$ cat config.mk
export PLATFORM = sky130hd
export DESIGN_NAME = sem_ram
export DESIGN_NICKNAME = d
export VERILOG_FILES = /design/src/rtl/sobel_edge_magnitude_rgb_assert.svh /design/src/rtl/sem_ram.sv
export SDC_FILE = /design/constraint.sdc
export NUM_CORES = 1
export LEC_CHECK = 0
export BUFFER_PORTS_ARGS = -buffer_cell sky130_fd_sc_hd__buf_2
export CELL_PAD_IN_SITES_DETAIL_PLACEMENT = 1
export CELL_PAD_IN_SITES_GLOBAL_PLACEMENT = 1
export CORE_MARGIN = 2
export CORE_UTILIZATION = 48
export DETAILED_ROUTE_END_ITERATION = 10
export PLACE_DENSITY_LB_ADDON = 0.1
export SYNTH_ARGS = -nofsm -noshare
export SYNTH_HDL_FRONTEND = slang
export SYNTH_SLANG_ARGS = --single-unit
$ cat constraint.sdc
create_clock -name clk -period 1.6 [get_ports clk]
set_input_delay 0.08 -clock clk [delete_from_list [all_inputs] [get_ports clk]]
set_output_delay 0.08 -clock clk [all_outputs]
set_load 0.01 [all_outputs]
$ cat src/rtl/sobel_edge_magnitude_rgb_assert.svh
// assertion macros for the sobel edge magnitude block
`ifndef SOBEL_EDGE_MAGNITUDE_RGB_ASSERT_SVH
`define SOBEL_EDGE_MAGNITUDE_RGB_ASSERT_SVH

// same-cycle implication
`define SEM_ASSERT_NOW(lbl, ante, cons) \
  lbl: assert property (@(posedge clk) disable iff (rst) (ante) |-> (cons)) \
    else $error("sem assertion failed");

// next-cycle implication
`define SEM_ASSERT_NEXT(lbl, ante, cons) \
  lbl: assert property (@(posedge clk) disable iff (rst) (ante) |=> (cons)) \
    else $error("sem assertion failed");

`endif

$ cat src/rtl/sem_ram.sv
// generic simple dual port ram with registered read
module sem_ram #(
  parameter int WIDTH = 8,
  parameter int DEPTH = 16
) (
  input  logic                     clk,
  input  logic                     we,
  input  logic [$clog2(DEPTH)-1:0] waddr,
  input  logic [WIDTH-1:0]         wdata,
  input  logic                     re,
  input  logic [$clog2(DEPTH)-1:0] raddr,
  output logic [WIDTH-1:0]         rdata
);

  logic [WIDTH-1:0] mem [DEPTH];

  always_ff @(posedge clk) begin
    if (we) begin
      mem[waddr] <= wdata;
    end
    if (re) begin
      rdata <= mem[raddr];
    end
  end

endmodule

== After elaboration in Yosys (flattened, before gate mapping) ==
Memory sizes are Yosys's and may differ from the RTL's. A register that Yosys moved wholly into a read port is not among the register bits.
Index checks and enable logic that the tools add are counted.
Cells by class
  multiplexer cells: 2
Operator list (count)
  1-bit 2-to-1 mux: 2
Storage, ports and cells
  logic and storage cells: 3
  input bits: 19
  output and inout bits: 8
  bits in writable memories: 128
  memories: 1
  flip-flop bits (word level): 0
Memory list
  mem: words 16, width 8, read ports 1, clocked after memory_dff 1, wr ports 1, RTL line sem_ram.sv:15  | logic [WIDTH-1:0] mem [DEPTH];

== Logic depth before layout (Yosys ltp) ==
  depth after elaboration: 2
  gate-level depth with buffers: 5
  gate-level depth less buffers: 3

== Worst setup path before layout ==
No wires, ideal clock.
  kind: input port to flip-flop
  start point: input waddr[2]
  end point: memory mem[0][0] (enable)
  data arrival time: 1.190 ns
  buffers on the path: 0
  stages on the path: 2
  slack: 0.027 ns
  required time: 1.217 ns
  setup time: 0.383 ns
  path through: or3b_2 nor3_1
RTL lines
  start: declaration: RTL line sem_ram.sv:8  | input logic [$clog2(DEPTH)-1:0] waddr,
  end: declaration: RTL line sem_ram.sv:15
No word-level cell before the write port.

==> run_results.csv <==
group,metric,value,unit
sta,slew_viol_final,0,
sta,fin_crit,1520,ps
grt,grt_pass1_wl,16.4,mm
sta,timing.final.crit_share,95.3,%
die,fp.dieH,108,um
power_and_ir_drop,p_comb_share,5.3,%
worst_setup_path,crit_type,"reg2reg",
cts,clkLatencyLatePin,520,ps
power_and_ir_drop,vdd_drop_max,0.000629,V
final_layout,nets,324,
power_and_ir_drop,switching_power,1670,uW
sta,max_freq,656,MHz
run_status,run_status,"complete, no violations",
worst_setup_path,critPathLaunchType,"register",
final_layout,areaGrowthSynthToFinish,22.5,%
grt,grt_start_max_net_pins,33,
power_and_ir_drop,leakagePower,0.00220,uW
drt,first_iter_violations,132,
cts,htree_levels,4,
sta,setup_violations,0,
cts,cts_sinks,136,
power_and_ir_drop,intPower,6390,uW
synthesis,yosys_warnings,0,
cts,cts.root.buffer_cell,"clkbuf_8",
drt,drc,0,
final_layout,stdcell_area,6400,um2
sta,skew,7.05,ps
die,die-area,11700,um2
cts,cts-buffers-inserted,17,
worst_setup_path,crit_path_max_fanout,1,
drt,first_pass_iters,4,
placement,gp_congestion,0.690,
hold_path,hold_class,"in2reg",
power_and_ir_drop,seq_power_share,50.1,%
die,io_pins,27,
synthesis,synth-seq-cells,136,
worst_setup_path,endpoint_kind,"register",
placement,dp_hpwl,6.91,mm
synthesis,syn_avg_cell_area,22.8,um2
die,coreArea,10700,um2
synthesis,netlist_area,5230,um2
final_layout,final_core_util,59.6,%
die,die_w,108,um
final_layout,fillers,938,
sta,hold_violations,0,
power_and_ir_drop,cellPowerDensity,1260,nW/um2
sta,relSlewSlack,40.9,%
synthesis,synth.distinct_cells,18,
die,rows,38,
final_layout,antenna_cells,0,
placement,port_buffers,26,
final_layout,drive_gt1_share,34.3,%
cts,clockBufferDepth,2,
sta,rsz0062_at_grt,"no",
drt,detail-route-antenna-nets,0,
drt,wire_per_inst,23.6,um
grt,antenna_found_initial,0,
grt,grtUsageTotal,20.7,%
grt,grt_pass1_vias,2713,
drt,wirelength,10.8,mm
cts,clk_pin_slew,60,ps
worst_setup_path,arrival,1780,ps
placement,placed_area,5750,um2
synthesis,synth_seq_area_share,78.1,%
synthesis,netlist_instances,229,
power_and_ir_drop,p_clk_share,44.6,%
drt,via_per_inst,5.51,
worst_setup_path,required,1860,ps
cts,cts_tree,"built",
power_and_ir_drop,p_sw_share,20.7,%
cts,cts_setup_buffers,0,
die,initial_utilization,48.6,%
grt,grt.overflow.total,0,
job,drv_cap,0,
synthesis,syn_nets,248,
drt,route.vias.total,2525,
sta,tightest_slew,883,ps
==> power groups by stage <==
stage | logic (uW) | clock network [uW] | registers (uW)
5_1_grt | 464 | 3800 | 4040
3_5_place_dp | 409 | 0 | 4110
6_report | 427 | 3600 | 4040
3_3_place_gp | 400 | 0 | 4110
4_1_cts | 432 | 3670 | 4040
2_1_floorplan | 203 | 0 | 4110
==> cells in the mapped netlist, drive strengths merged <==
master,instances,share of area (%)
nand2b,2,0.24
nand2,9,0.65
buf,7,1.1
or3b,1,0.17
nor2b,1,0.12
a22oi,16,2.3
clkdlybuf4s25,3,0.57
nand3b,2,0.29
nand3,1,0.096
mux4,32,15
nor2,13,0.93
and2b,1,0.14
nor3,4,0.38
and2,1,0.12
edfxtp,136,78
==> kinds of logic (layout without fill, tap and decap cells) <==
logic type,Yosys count,after routing,synth area share [%]
DFF,136,136,78.1
AOI/OAI and AO/OA,16,16,2.30
muxes,32,32,14.8
buffers and inverters,10,99,1.65
and+or+nand+nor,35,35,3.14
==> layer usage <==
layer	wire length, um	global-route usage (%)	vias up
li1	-	-	1136
met1	4980	29.0	1328
met2	5320	31.9	48
met3	389	5.85	13
met4	136	6.59	0
met5	0	0	-
==> state kept, by name, indices dropped and copies added, names as in the netlist <==
register,flops
mem,128
rdata,8
==> worst paths after layout <==
check                           startpoint        end  slack, ps  cells after the start
worst max-delay path             mem[9][1]   rdata[1]         80                      3
worst min-delay path              waddr[0]  mem[0][7]        120                      3
worst max register to register   mem[9][1]   rdata[1]         80                      3
worst min register to register  mem[15][7]   rdata[7]        750                      3
==> cells in the final DEF (no fill, tap or decap), types with 2 or more instances in the layout <==
| cell type | synthesis | routed |
|---|---|---|
| edfxtp_1 | 136 | 136 |
| buf_4 | 1 | 27 |
| buf_2 | 3 | 26 |
| mux4_2 | 18 | 18 |
| clkbuf_16 | 0 | 16 |
| mux4_1 | 14 | 14 |
| a22oi_1 | 16 | 13 |
| nor2_1 | 13 | 13 |
| nand2_1 | 9 | 9 |
| dlygate4sd3_1 | 0 | 9 |
| clkinv_2 | 0 | 5 |
| buf_12 | 0 | 5 |
| nor3_1 | 4 | 4 |
| a22oi_2 | 0 | 3 |
| clkinv_1 | 0 | 3 |
| clkinvlp_4 | 0 | 3 |
| nand3b_1 | 2 | 2 |
| nand2b_1 | 2 | 2 |
| bufinv_16 | 0 | 2 |
| clkinv_4 | 0 | 2 |
==> critical path, cell delays in order, from the launching register on <==
cell      delay (ps)
edfxtp_1         360
mux4_1           530
a22oi_2          280
nand2_1           90
==> cell type report <==
class,count,area (um2),share of cell area (%)
timing repair buffer,67,523,8.17
sequential,136,4080,63.8
clock buffer,17,414,6.47
tap,140,175,2.73
clock inverter,15,136,2.13
multi-input combinational,83,1070,16.7
==> timing repair <==
| item | CTS | global route |
|---|---|---|
| endpoints found under the hold margin | 136 | 0 |
| endpoints found under the setup margin | 1 | 2 |
| gates resized for setup | 1 | 2 |
| hold buffers | 9 | 0 |
==> per-stage QoR <==
stage / power, uW / instances / setup WS [ps] / hold WS (ps) / TNS (ps)
6_report: 8060 / 458 / 75.9 / 125 / 0
5_1_grt: 8310 / 458 / 9.26 / 144 / 0
4_1_cts: 8140 / 458 / 61.8 / 89.7 / 0
3_3_place_gp: 4510 / 417 / -127 / 465 / -147
3_5_place_dp: 4520 / 417 / -150 / 470 / -237
2_1_floorplan: 4310 / 229 / 27.1 / 179 / 0
No activity file was read; power rests on OpenSTA's default activity.
