## src/rtl/sobel_edge_magnitude_rgb_assert.svh

```systemverilog
// assertion macros for the sobel edge magnitude block
`ifndef SOBEL_EDGE_MAGNITUDE_RGB_ASSERT_SVH
`define SOBEL_EDGE_MAGNITUDE_RGB_ASSERT_SVH

// same-cycle implication
`define SEM_ASSERT_NOW(lbl, ante, cons) \
  lbl: assert property (@(posedge clk) disable iff (rst) (ante) |-> (cons)) \
    else $error("sem assertion failed");

// next-cycle implication
`define SEM_ASSERT_NEXT(lbl, ante, cons) \
  lbl: assert property (@(posedge clk) disable iff (rst) (ante) |=> (cons)) \
    else $error("sem assertion failed");

`endif

```

## src/rtl/sem_pkg.sv

```systemverilog
// shared constants and types for the sobel edge magnitude block
package sem_pkg;

  localparam int MAX_WIDTH = 1024;
  localparam int COL_W     = $clog2(MAX_WIDTH);
  localparam int FW_W      = 11;
  localparam int FH_W      = 12;
  localparam int ROW_W     = FH_W + 1;
  localparam int PEND_W    = 11;
  localparam int PIX_W     = 24;
  localparam int GRAD_W    = 11;
  localparam int SUM_W     = 21;

  localparam logic [FW_W-1:0] WIDTH_RESET  = FW_W'(640);
  localparam logic [FH_W-1:0] HEIGHT_RESET = FH_W'(480);
  localparam logic [FW_W-1:0] WIDTH_LIMIT  = FW_W'(MAX_WIDTH);
  localparam logic [SUM_W-1:0] ROOT_SAT    = SUM_W'(65280);

  localparam logic REG_WIDTH  = 1'b0;
  localparam logic REG_HEIGHT = 1'b1;
  localparam logic CMD_PIXEL  = 1'b0;
  localparam logic CMD_DRAIN  = 1'b1;

  typedef enum logic [1:0] {
    ST_IDLE,
    ST_UPD,
    ST_ROOT,
    ST_HOLD
  } ctrl_state_t;

  typedef enum logic [1:0] {
    RT_IDLE,
    RT_SQ,
    RT_STEP,
    RT_ROUND
  } root_state_t;

endpackage

```

## src/rtl/sem_root.sv

```systemverilog
// gradient square sum and bit-serial rounded square root, one channel
module sem_root (
  input  logic                              clk,
  input  logic                              rst,
  input  logic                              start,
  input  logic signed [sem_pkg::GRAD_W-1:0] gx,
  input  logic signed [sem_pkg::GRAD_W-1:0] gy,
  output logic                              done,
  output logic [7:0]                        root
);

  sem_pkg::root_state_t state, state_next;
  logic [sem_pkg::SUM_W-1:0] sum;
  logic [2:0]                bit_idx;
  logic signed [2*sem_pkg::GRAD_W-1:0] sq_x, sq_y;
  logic [7:0]  trial;
  logic [15:0] trial_sq;
  logic [16:0] round_lim;

  assign sq_x      = gx * gx;
  assign sq_y      = gy * gy;
  assign trial     = root | (8'd1 << bit_idx);
  assign trial_sq  = trial * trial;
  assign round_lim = 17'(root * root) + 17'(root);

  always_ff @(posedge clk) begin
    if (rst) begin
      state <= sem_pkg::RT_IDLE;
      done  <= 1'b0;
    end else begin
      state <= state_next;
      done  <= (state == sem_pkg::RT_ROUND);
    end
  end

  always_ff @(posedge clk) begin
    case (state)
      sem_pkg::RT_SQ: begin
        sum     <= sq_x[sem_pkg::SUM_W-1:0] + sq_y[sem_pkg::SUM_W-1:0];
        root    <= 8'd0;
        bit_idx <= 3'd7;
      end
      sem_pkg::RT_STEP: begin
        if (sem_pkg::SUM_W'(trial_sq) <= sum) begin
          root <= trial;
        end
        bit_idx <= bit_idx - 3'd1;
      end
      sem_pkg::RT_ROUND: begin
        if (sum > sem_pkg::ROOT_SAT) begin
          root <= 8'd255;
        end else if (sum > sem_pkg::SUM_W'(round_lim)) begin
          root <= root + 8'd1;
        end
      end
      default: begin
      end
    endcase
  end

  always_comb begin
    state_next = state;
    unique case (state)
      sem_pkg::RT_IDLE:  if (start) state_next = sem_pkg::RT_SQ;
      sem_pkg::RT_SQ:    state_next = sem_pkg::RT_STEP;
      sem_pkg::RT_STEP:  if (bit_idx == 3'd0) state_next = sem_pkg::RT_ROUND;
      sem_pkg::RT_ROUND: state_next = sem_pkg::RT_IDLE;
      default:           state_next = sem_pkg::RT_IDLE;
    endcase
  end

endmodule

```

## config.mk

```make
export PLATFORM = sky130hd
export DESIGN_NAME = sem_root
export DESIGN_NICKNAME = d
export VERILOG_FILES = /design/src/rtl/sobel_edge_magnitude_rgb_assert.svh /design/src/rtl/sem_pkg.sv /design/src/rtl/sem_root.sv
export SDC_FILE = /design/constraint.sdc
export NUM_CORES = 1
export LEC_CHECK = 0
export BUFFER_PORTS_ARGS = -buffer_cell sky130_fd_sc_hd__buf_2
export CAP_MARGIN = 20
export CORE_UTILIZATION = 55
export DETAILED_ROUTE_END_ITERATION = 16
export PLACE_DENSITY = 0.74
export REMOVE_ABC_BUFFERS = 1
export SYNTH_ARGS = -nofsm -noshare
export SYNTH_HDL_FRONTEND = slang
export SYNTH_SLANG_ARGS = --single-unit
```

## constraint.sdc

```tcl
create_clock -name clk -period 6.5 [get_ports clk]
set_input_delay 0 -clock clk [delete_from_list [all_inputs] [get_ports clk]]
set_output_delay 0 -clock clk [all_outputs]
set_load 0.03 [all_outputs]
```

* Word-level counts from Yosys, hierarchy flattened
Cells that the tools add are included.
Word-level totals: bits of input ports 25, register bits after elaboration 35
Cells by class: multipliers 4, mux-type cells 8, $add $sub $neg 4, bitwise operators 1, shift-type cells 1, equality and inequality tests 7, reduce and logical (&&, ||, !) cells 6, order comparisons 3
Operators with widths (count):
- multiplier 11 x 11 -> 21 bit | 2
- multiplier 8 x 8 -> 16 bit | 2
- 2-to-1 mux 8 bit | 3
- one-hot mux 8 bit (3 select lines) | 1
- adder 21 bit | 1
- greater-than comparator 21 x 16 -> 1 bit (second input constant) | 1
- greater-than comparator 21 x 17 -> 1 bit | 1
- <= comparator 16 x 21 -> 1 bit | 1
- adder 16 x 8 -> 17 bit | 1
- adder 8 x 1 -> 8 bit (second input constant) | 1
- bitwise OR 8 bit | 1
- one-hot mux 2 bit (4 select lines) | 1
- << shifter 1 x 3 -> 8 bit (first input constant) | 1
- != test 2 bit (second input constant) | 3
- one-hot mux 3 bit (2 select lines) | 1
- equality test 2 bit (second input constant) | 2
- 2-to-1 mux 2 bit | 2
- logical NOT 3 bit | 1
- != test 3 x 1 -> 1 bit (second input constant) | 1
- AND reduction 3 bit | 1
- nonzero test 3 bit | 1
- subtractor 3 x 1 -> 3 bit (second input constant) | 1
- equality test 2 x 1 -> 1 bit (second input constant) | 1
- logical NOT 2 bit | 1
- 2 further kinds | 2

* Depth between registers and ports, before layout
Gate-level depths: netlist (run 1).
depth in word-level cells 6, gate-level depth with buffers 28

* Worst setup path before layout (run 1)
OpenSTA, ideal clock, no wires.
path kind flip-flop to flip-flop, from register root[5], to register root[0], enable pin, clock period less this slack 6.738 ns, path slack -0.238 ns, cell stages (with the launch flop) 25, data required time 6.111 ns, arrival time 6.349 ns, path buffers 1, cells stage by stage edfxtp_1 -> clkbuf_1 -> a21oi_1 -> inv_1 -> nand2_1 -> inv_1 -> fa_1 -> fa_1 -> inv_1 -> fa_1 -> fa_1 -> inv_1 -> ha_1 -> o21a_1 -> o21a_1 -> a21oi_1 -> xnor2_1 -> ha_1 -> a21o_1 -> a21o_1 -> a21oi_1 -> nor2_1 -> a211oi_1 -> a21oi_1 -> a311oi_1
On the way: word-level cells in the longest chain between the ends 5
RTL lines:
- start: declaration | line sem_root.sv:9 | output logic [7:0] root
- start signal: assignment | line sem_root.sv:45 | root <= trial;
- start signal: assignment | line sem_root.sv:53 | root <= root + 8'd1;
- multiplier 8 x 8 -> 16 bit / bitwise OR 8 bit (equally long branches) | line sem_root.sv:24, sem_root.sv:22
- adder 16 x 8 -> 17 bit / multiplier 8 x 8 -> 16 bit (equally long branches) | line sem_root.sv:24, sem_root.sv:23
- greater-than comparator 21 x 17 -> 1 bit / <= comparator 16 x 21 -> 1 bit (equally long branches) | line sem_root.sv:52, sem_root.sv:44
- != test 3 x 1 -> 1 bit (no source line) / != test 2 bit (equally long branches)
- AND reduction 3 bit (no source line) (*)
Mark *: on every way between the ends. The rest lies on a longest branch, timed or not. A chain may end at the register's enable or synchronous reset.

* Final worst setup path (run 1)
from register bit_idx[0], to register root[1], enable pin
On the way: word-level cells in the longest chain between the ends 6
RTL lines:
- start: declaration | line sem_root.sv:14 | logic [2:0] bit_idx;
- start signal: assignment | line sem_root.sv:47 | bit_idx <= bit_idx - 3'd1;
- << shifter 1 x 3 -> 8 bit | line sem_root.sv:22 | assign trial = root | (8'd1 << bit_idx);
- bitwise OR 8 bit | line sem_root.sv:22
- multiplier 8 x 8 -> 16 bit | line sem_root.sv:23 | assign trial_sq = trial * trial;
- <= comparator 16 x 21 -> 1 bit | line sem_root.sv:44 | if (sem_pkg::SUM_W'(trial_sq) <= sum) begin
- != test 2 bit (no source line)
- AND reduction 3 bit (no source line)
No other way between the ends.

==> run summary, run 1 <==
synthesized area = 0.0137 mm^2
CTS tree = done
CP top delay family = adder cells
all-layer global routing usage = 0.233
register area = 0.00102 mm^2
clock skew = 0.00440 ns
reg2reg end = root[1]$_DFFE_PP_
die area = 0.0255 mm^2
Slowest cell on crit path = fa_1
H-tree levels = 2
total grt overflow = 0
layout net count = 1994
Slew @ Worst Pin = 0.994 ns
die height = 160 um
Slew Limit Fails = 0
crit path capture type = register
Final Wtd Congestion = 0.918
status = finished, final reports clean
max incr delay on CP = 0.59 ns
most used cell, CP = fa_1
first-pass GRT wire length = 48.4 mm
Tmin final = 6.26 ns
placeable core region = 0.0244 mm^2
CP Launch Type = register
share of cells above drive strength 1 = 0.0846
fill count = 2057
port bufs = 33
Multi-input gate area = 0.0111 mm^2
vias per cell = 5.20
Unique masters post-synth = 53
Hold Path Sink = state[0]$_SDFFE_PP0P_
Worst Path Required = 6.49 ns
ANT nets after route = 0
ANT cells = 0
Worst slew margin = 0.337
row count = 57
Syn Area/Cell = 9.42 um^2
Ys Warns = 0
post-DP HPWL = 24.4 mm
vias in the first global route = 10500
largest net degree at the start of global routing = 22
fmax = 160 MHz
drt drc = 0
DR WL/cell = 15.2 um
Synth async-reset ratio = 0
Worst Hold Launch = start
Worst Hold Class = input port to register
Top-Level Pins = 34
Most used DFF post-synth = edfxtp_1
Num CTS Buffers = 5
reg2reg path depth = 25
r2r setup slk = 0.24 ns
CTS sink count = 35
initial antenna violation count = 0
routed wire length = 27.8 mm
Fin. Hold Viols = 0
Stages on worst setup path = 25
crit path DAT = 6.26 ns
final hold slack = 0.183 ns
first-pass detailed-route iteration total = 5
clock tree buffer depth = 2
critical path class = register to register
Die Span X = 160 um
worst-skew pair later-pin latency = 0.29 ns
Final setup viols = 0
Post-synth EDFFs = 32
Iter 0 DRT Violations = 480
Max Cap Viol = 0
hold path depth = 5
register area share after synthesis = 0.0746
Worst-path clk slew = 0.06 ns
RR Startpoint = bit_idx[0]$_SDFFCE_PN1P_
Yosys reg bits = 35
crit path buf inv count = 5
post-synthesis cell count = 1453
Layout area overhead = 7.85%
routed vias = 9489
crit-path max FO = 8
Tcrit/Tclk final = 0.964
CTS root buffer = clkbuf_16
Initial Util = 0.561
-- per-stage QoR --
step	area, um^2	TNS, ns	util	cells	worst slack (ns)
6_report	14800	0	0.605	1826	0.237
5_1_grt	14800	-0.100	0.605	1826	-0.0162
4_1_cts	14500	0	0.594	1807	0.0816
3_5_place_dp	14300	0	0.587	1798	0.110
3_3_place_gp	14300	0	0.587	1798	0.162
2_1_floorplan	13500	-1.61	-	1416	-0.201
-- kinds of logic (layout without fill, tap and decap cells) --
family / Yosys count / in the layout / synth area share
and+or+nand+nor: 289 / 289 / 0.105
AOI/OAI and AO/OA: 140 / 140 / 0.0643
buffers and inverters: 442 / 491 / 0.121
adders and majority gates: 468 / 468 / 0.584
xor gates and xnor gates: 78 / 78 / 0.0499
muxes: 1 / 1 / 0.000823
DFF: 35 / 35 / 0.0746
-- cell usage in the layout (no fill, tap or decap), types with 7 or more instances in the layout --
cell	synthesis	routed
nor2b_1	24	24
o21bai_1	9	9
nand2b_1	11	11
and2_1	57	57
buf_4	0	43
nand2_1	85	85
a21o_1	18	18
ha_1	183	179
nor3_1	7	7
fa_1	285	285
nor2_1	61	58
inv_1	404	398
a21oi_2	2	11
a21oi_1	44	34
edfxtp_1	32	32
xnor2_1	58	58
buf_2	2	33
o21ai_0	32	31
xor2_1	20	19
o21a_1	9	9
nand4_1	8	8
-- worst min-delay path: cells and delay by family --
family,cells,cell delay [ns]
compound gates,1,0.08
buf+inv,1,0.10
simple gates,3,0.25
-- synthesized netlist by cell type (11+ instances only) --
master	instances	share of area
nand2_1	85	0.023
nand2b_1	11	0.0050
xnor2_1	58	0.037
clkbuf_1	34	0.0093
fa_1	285	0.42
o21ai_0	32	0.012
xor2_1	20	0.013
edfxtp_1	32	0.070
inv_1	404	0.11
a21o_1	18	0.0099
and2_1	57	0.026
nor2_1	61	0.017
nor2b_1	24	0.011
a21oi_1	44	0.016
ha_1	183	0.17
-- repair_timing --
action                                 CTS  global route
setup buffers                            0            19
hold buffers                             1             0
resized for setup                        0            37
endpoints found under the hold margin    3             0
setup endpoints to repair                0             8
-- area by class of cell --
type / count / share of cell area
clock buffer: 5 / 0.00847
timing repair buffer: 78 / 0.0345
multi-input combinational: 976 / 0.754
clock inverter: 3 / 0.00297
sequential: 35 / 0.0692
inverter: 405 / 0.103
tap: 324 / 0.0275
-- sequential cells by signal, indices dropped and copies added (netlist names) --
register and flops:
state 2, root 8, bit_idx 3, done 1
sum 21
-- worst max path at each step --
stage                   endpoint                     start  slack (ns)
6_report       root[1]$_DFFE_PP_  bit_idx[0]$_SDFFCE_PN1P_        0.24
5_1_grt        root[1]$_DFFE_PP_         root[1]$_DFFE_PP_       -0.02
4_1_cts        root[1]$_DFFE_PP_  bit_idx[0]$_SDFFCE_PN1P_        0.08
3_5_place_dp   root[0]$_DFFE_PP_  bit_idx[0]$_SDFFCE_PN1P_        0.11
3_3_place_gp   root[4]$_DFFE_PP_         root[7]$_DFFE_PP_        0.16
2_1_floorplan  root[0]$_DFFE_PP_         root[2]$_DFFE_PP_       -0.20
-- routing by layer --
metal | global-route usage | wire length (um) | share of wire | vias up
li1 | - | - | - | 4470
met1 | 0.293 | 11800 | 0.42 | 4762
met4 | 0.0638 | 594 | 0.021 | 0
met5 | 0 | 0 | 0 | -
met3 | 0.0177 | 887 | 0.032 | 48
met2 | 0.428 | 14500 | 0.52 | 209
Power of run 1 is not shown: default switching activity piles up to over one toggle a cycle in this logic, so the estimate is an artifact.
==> inputs of run 2 (changes only) <==
--- a/config.mk
+++ b/config.mk
@@ -5,11 +5,12 @@
 export SDC_FILE = /design/constraint.sdc
 export NUM_CORES = 1
 export LEC_CHECK = 0
-export BUFFER_PORTS_ARGS = -buffer_cell sky130_fd_sc_hd__buf_2
 export CAP_MARGIN = 20
+export CORE_ASPECT_RATIO = 1.25
 export CORE_UTILIZATION = 55
 export DETAILED_ROUTE_END_ITERATION = 16
-export PLACE_DENSITY = 0.74
+export DONT_BUFFER_PORTS = 1
+export PLACE_DENSITY = 0.73
 export REMOVE_ABC_BUFFERS = 1
 export SYNTH_ARGS = -nofsm -noshare
 export SYNTH_HDL_FRONTEND = slang
==> run 2 against run 1 <==
Compared with the run above:
- via count shrank 0.87%
- clock skew is essentially flat
- non-clock buffer count shrank 19
- worst hold slack lost 0.11 ns
- sequential cell count is the same
- critical path depth grew 2
- sequential share of layout area is essentially flat
- critical endpoint unchanged
==> run summary, run 2 (same netlist as run 1, synthesis figures left out) <==
all-layer global routing usage = 0.239 (+0.00695)
crit-path max FO = 8 (unchanged)
most common cell after layout, fill and taps aside = inv_1
DR WL/cell = 15.7 um (+3.4%)
initial antenna violation count = 0 (unchanged)
Tmin final = 6.31 ns (+0.0489 ns)
clock skew = 0.00441 ns (+0.00000922 ns)
reg2reg path depth = 27 (+8.0%)
Worst slew margin = 0.367 (+0.0293)
Num CTS Buffers = 5 (unchanged)
Final setup viols = 0 (unchanged)
Iter 0 DRT Violations = 351 (-27%)
register area = 0.00102 mm^2 (unchanged)
largest net degree at the start of global routing = 22 (unchanged)
worst-skew pair later-pin latency = 0.28 ns (about the same)
Die Span X = 143 um (-10%)
Slew @ Worst Pin = 0.950 ns (-0.0440 ns)
Slew Limit Fails = 0 (unchanged)
crit path capture type = register
placed cell area = 0.0142 mm^2 (-0.94%)
die height = 178 um (+12%)
crit path DAT = 6.30 ns (+0.04 ns)
largest reg by FF count = sum
Initial Util = 0.561 (-0.000748)
most frequent cells in the layout = inv_1, fa_1, ha_1, nand2_1, xnor2_1
Worst Hold Launch = gx[1]
Final Wtd Congestion = 0.894 (-2.6%)
routed wire length = 28.6 mm (+2.7%)
ANT nets after route = 0 (unchanged)
reg2reg end = root[1]$_DFFE_PP_
WL met3 = 672 um (-24%)
status = finished, final reports clean
clock tree buffer depth = 2 (unchanged)
fin util = 0.607 (+0.00165)
Tcrit/Tclk final = 0.971 (+0.00752)
H-tree levels = 2 (unchanged)
fill count = 2058 (+0.049%)
CP Launch Type = register
max FFs per register = 21 (unchanged)
Max Cap Viol = 0 (unchanged)
CTS root buffer = clkbuf_16
Final WS setup = 0.188 ns (-0.0489 ns)
post-DP HPWL = 25.0 mm (+2.2%)
CTS tree = done
cell area after layout = 0.0148 mm^2 (+0.41%)
Multi-input gate area = 0.0113 mm^2 (+1.0%)
Worst-path clk slew = 0.06 ns (about the same)
vias per cell = 5.19 (-0.16%)
Worst Path Required = 6.49 ns (about the same)
layout net count = 1975 (-0.95%)
row count = 64 (+12%)
routed vias = 9406 (-0.87%)
fmax = 158 MHz (-0.77%)
die area = 0.0255 mm^2 (about the same)
Largest regs = sum: 21 flops, root: 8 flops, bit_idx: 3 flops
ANT cells = 0 (unchanged)
critical path class = register to register
Hold Path Sink = sum[2]$_DFFE_PN_
Metal-1 WL = 11.1 mm (-6.0%)
placeable core region = 0.0244 mm^2 (+0.13%)
r2r setup slk = 0.19 ns (-0.05 ns)
post-route insts no fill = 1813 (-0.71%)
first-pass detailed-route iteration total = 5 (unchanged)
Top-Level Pins = 34 (unchanged)
total grt overflow = 0 (unchanged)
vias in the first global route = 10500 (+0.41%)
first-pass GRT wire length = 48.1 mm (-0.66%)
RR Startpoint = bit_idx[1]$_SDFFCE_PN1P_
port bufs = 0 (-100%)
Layout area overhead = 8.29%
Met2 Wirelength = 16.0 mm (+10%)
Fin. Hold Viols = 0 (unchanged)
share of cells above drive strength 1 = 0.0836 (-0.000940)
worst slack at placement = 0.0903 ns (-0.0201 ns)
Worst Hold Class = input port to register
hold path depth = 2 (-3)
top sig layer = met4
placed cells = 1774 (-1.3%)
CTS sink count = 35 (unchanged)
drt drc = 0 (unchanged)
## run 2: routing by layer
metal,vias up,global-route usage
li1,4422,-
met1,4750,0.269
met2,177,0.474
met3,57,0.0188
met4,0,0.0685
met5,-,0
## run 2: area by class of cell
type | count | share of cell area
clock buffers | 7 | 0.00962
clock inverters | 1 | 0.000338
inverters | 405 | 0.103
multi-input cells | 976 | 0.759
flip-flops and latches | 35 | 0.0689
well taps | 330 | 0.0279
repair buffers | 59 | 0.0318
## run 2: per-stage QoR
stage	hold WS (ns)	setup TNS [ns]
floorplan	0.0716	-1.61
global placement	0.0803	0
detailed placement	0.0748	0
CTS	0.0828	0
global route	0.0878	-0.306
finish	0.0720	0
## run 2: how the worst max path moves through the flow
stage                                        start                 to  slack (ns)  depth (start not counted)
after floorplan                  root[2]$_DFFE_PP_  root[0]$_DFFE_PP_       -0.20                         22
after global placement    bit_idx[0]$_SDFFCE_PN1P_  root[3]$_DFFE_PP_        0.17                         23
after detailed placement  bit_idx[0]$_SDFFCE_PN1P_  root[3]$_DFFE_PP_        0.09                         23
after CTS                 bit_idx[0]$_SDFFCE_PN1P_  root[1]$_DFFE_PP_        0.01                         27
after global routing      bit_idx[1]$_SDFFCE_PN1P_  root[6]$_DFFE_PP_       -0.04                         27
final                     bit_idx[1]$_SDFFCE_PN1P_  root[1]$_DFFE_PP_        0.19                         27
## run 2: worst max-delay path: stages (launching register included)
cell and delay (ns):
edfxtp_1 0.46, inv_2 0.09, buf_4 0.11, ha_4 0.16, a21oi_4 0.08, buf_4 0.16, nor2_1 0.20, ha_1 0.29
ha_1 0.29, inv_1 0.06, fa_1 0.51, fa_1 0.55, inv_1 0.04, ha_1 0.32, nor2b_2 0.17, or2_1 0.25
or3_1 0.37, a21oi_2 0.16, xnor2_1 0.14, ha_1 0.27, a21o_1 0.17, a21o_1 0.16, a21oi_2 0.13, nor2_1 0.06
a211oi_2 0.19, a21oi_1 0.10, a311oi_1 0.29, buf_4 0.23
## run 2: timing repair
item                       in CTS  in global routing
hold endpoints to repair        5                  0
buffers inserted                0                 27
setup endpoints to repair       8                  8
pin swaps                       0                 29
resized for setup               1                 69
hold buffers                    4                  0
Power of run 2 is left out for the same reason.
==> inputs of run 3 (changes only) <==
--- a/config.mk
+++ b/config.mk
@@ -8,6 +8,7 @@
 export CAP_MARGIN = 20
 export CORE_ASPECT_RATIO = 1.25
 export CORE_UTILIZATION = 55
+export CTS_BUF_LIST = sky130_fd_sc_hd__clkbuf_4 sky130_fd_sc_hd__clkbuf_8
 export DETAILED_ROUTE_END_ITERATION = 16
 export DONT_BUFFER_PORTS = 1
 export PLACE_DENSITY = 0.73
==> run 3 against run 2 <==
Compared with the run above:
- global-route usage down 0.16 points
- wire length fell by 1.8%
- clock skew rose by 0.0012 ns
- critical path depth is 2 lower
- worst setup slack better by 0.074 ns
==> run summary, run 3 (same netlist as run 1, synthesis figures left out) <==
status = finished, final reports clean
first-pass GRT wire length = 47.8 mm (-0.49%)
most common cell after layout, fill and taps aside = inv_1
Tcrit/Tclk final = 0.960 (-0.0114)
Layout area overhead = 6.14%
Multi-input gate area = 0.0111 mm^2 (-1.3%)
layout net count = 1964 (-0.56%)
met1 global-route usage = 0.269 (-0.000536)
Slew @ Worst Pin = 0.945 ns (-0.00489 ns)
clock skew = 0.00562 ns (+0.00121 ns)
Initial Util = 0.561 (unchanged)
most frequent cells in the layout = inv_1, fa_1, ha_1, nand2_1, xnor2_1
Final setup viols = 0 (unchanged)
fmax = 160 MHz (+1.2%)
ANT nets after route = 0 (unchanged)
max FFs per register = 21 (unchanged)
Largest regs = sum: 21 flops, root: 8 flops, bit_idx: 3 flops
Final WS setup = 0.262 ns (+0.0741 ns)
Worst Hold Class = input port to register
vias in the first global route = 10500 (-0.23%)
crit path DAT = 6.23 ns (-0.07 ns)
CTS tree = done
die height = 178 um (unchanged)
fill count = 2116 (+2.8%)
worst slack at placement = 0.0903 ns (unchanged)
drt drc = 0 (unchanged)
cell area after layout = 0.0145 mm^2 (-2.0%)
max incr delay on CP = 0.55 ns (about the same)
CP Launch Type = register
worst-skew pair later-pin latency = 0.29 ns (about the same)
DR WL/cell = 15.6 um (-1.2%)
post-DP HPWL = 25.0 mm (unchanged)
routed vias = 9396 (-0.11%)
met2 Usage GRT = 0.471 (-0.00386)
initial antenna violation count = 0 (unchanged)
placeable core region = 0.0244 mm^2 (unchanged)
post-route insts no fill = 1802 (-0.61%)
row count = 64 (unchanged)
gr busiest metal = met2
Worst Path Required = 6.50 ns (about the same)
clock tree buffer depth = 2 (unchanged)
share of cells above drive strength 1 = 0.0625 (-0.0211)
H-tree levels = 2 (unchanged)
Fin. Hold Viols = 0 (unchanged)
placed cell area = 0.0142 mm^2 (unchanged)
Worst slew margin = 0.370 (+0.00326)
Slew Limit Fails = 0 (unchanged)
Iter 0 DRT Violations = 423 (+21%)
Die Span X = 143 um (unchanged)
placed cells = 1774 (unchanged)
Num CTS Buffers = 5 (unchanged)
first-pass detailed-route iteration total = 6 (+1)
port bufs = 0 (unchanged)
register area = 0.00102 mm^2 (unchanged)
Top-Level Pins = 34 (unchanged)
die area = 0.0255 mm^2 (unchanged)
all-layer global routing usage = 0.238 (-0.00159)
Slowest cell on crit path = fa_1
routed wire length = 28.0 mm (-1.8%)
CTS sink count = 35 (unchanged)
Sum Neg Setup Slack = 0 ns (unchanged)
CTS root buffer = clkbuf_8
crit-path max FO = 8 (unchanged)
Worst-path clk slew = 0.07 ns (about the same)
critical path class = register to register
crit path buf inv count = 6 (unchanged)
Tmin final = 6.24 ns (-0.0741 ns)
largest net degree at the start of global routing = 22 (unchanged)
most used cell, CP = fa_1
Final Wtd Congestion = 0.894 (unchanged)
largest reg by FF count = sum
crit path capture type = register
total grt overflow = 0 (unchanged)
GR met3 Demand/Resource = 0.0183 (-0.000537)
CP top delay family = adder cells
vias per cell = 5.21 (+0.50%)
Max Cap Viol = 0 (unchanged)
ANT cells = 0 (unchanged)
==> run 3: cell types whose count changed in the layout (fill, tap and decap cells not counted), moves of 3 or more <==
cell / delta
inv_1: +5
a21oi_4: -5
clkbuf_16: -5
buf_4: -9
inv_2: -5
clkbuf_8: +5
a21oi_1: +3
nor2_2: -4
nor2_1: +4
ha_1: +4
ha_4: -6
==> run 3: final cells by class <==
cell class                      count  share of cell area
Multi-Input combinational cell    976               0.764
Inverter                          405               0.105
Sequential cell                    35              0.0703
Tap cell                          330              0.0284
Timing Repair Buffer               48              0.0263
Clock buffer                        7             0.00620
Clock inverter                      1            0.000344
==> run 3: final timing paths <==
path	from	end	slack, ns	cells past startpoint
setup / recovery	bit_idx[0]$_SDFFCE_PN1P_	root[1]$_DFFE_PP_	0.26	25
hold / removal	gx[1]	sum[2]$_DFFE_PN_	0.06	2
hold reg to reg	state[0]$_SDFFE_PP0P_	state[0]$_SDFFE_PP0P_	0.56	2
setup reg to reg	bit_idx[0]$_SDFFCE_PN1P_	root[1]$_DFFE_PP_	0.26	25
==> run 3: repair_timing <==
item                                   CTS  global route
endpoints found under the hold margin    5             0
buffers inserted                         0            16
resized for setup                        0            34
setup endpoints to repair                0             8
hold buffers                             4             0
==> run 3: per-layer routing <==
| metal | routed length [um] | up-vias |
|---|---|---|
| met5 | 0 | - |
| met4 | 740 | 0 |
| met3 | 673 | 59 |
| met2 | 15600 | 168 |
| met1 | 11000 | 4770 |
| li1 | - | 4399 |
==> run 3: worst reg2reg max path: stages, from the launching register on <==
cell	delay [ns]
edfxtp_1	0.46
inv_2	0.11
ha_2	0.21
a21oi_2	0.08
buf_4	0.16
or2_2	0.29
fa_1	0.54
inv_1	0.07
fa_1	0.49
fa_1	0.55
inv_1	0.06
fa_1	0.53
inv_1	0.04
ha_2	0.21
or3_1	0.37
o211ai_1	0.28
nand2b_1	0.14
xor2_2	0.18
ha_1	0.29
nand3_1	0.11
nor2_2	0.11
nand4_1	0.12
nand3_1	0.10
a21oi_1	0.04
a311oi_1	0.20
buf_4	0.22
==> run 3: per-stage QoR <==
step | hold slack (ns) | util
after global routing | 0.0796 | 0.595
after floorplan | 0.0716 | -
after global placement | 0.0803 | 0.580
after detailed placement | 0.0748 | 0.580
after CTS | 0.0748 | 0.586
final | 0.0621 | 0.595
Power of run 3 is left out for the same reason.
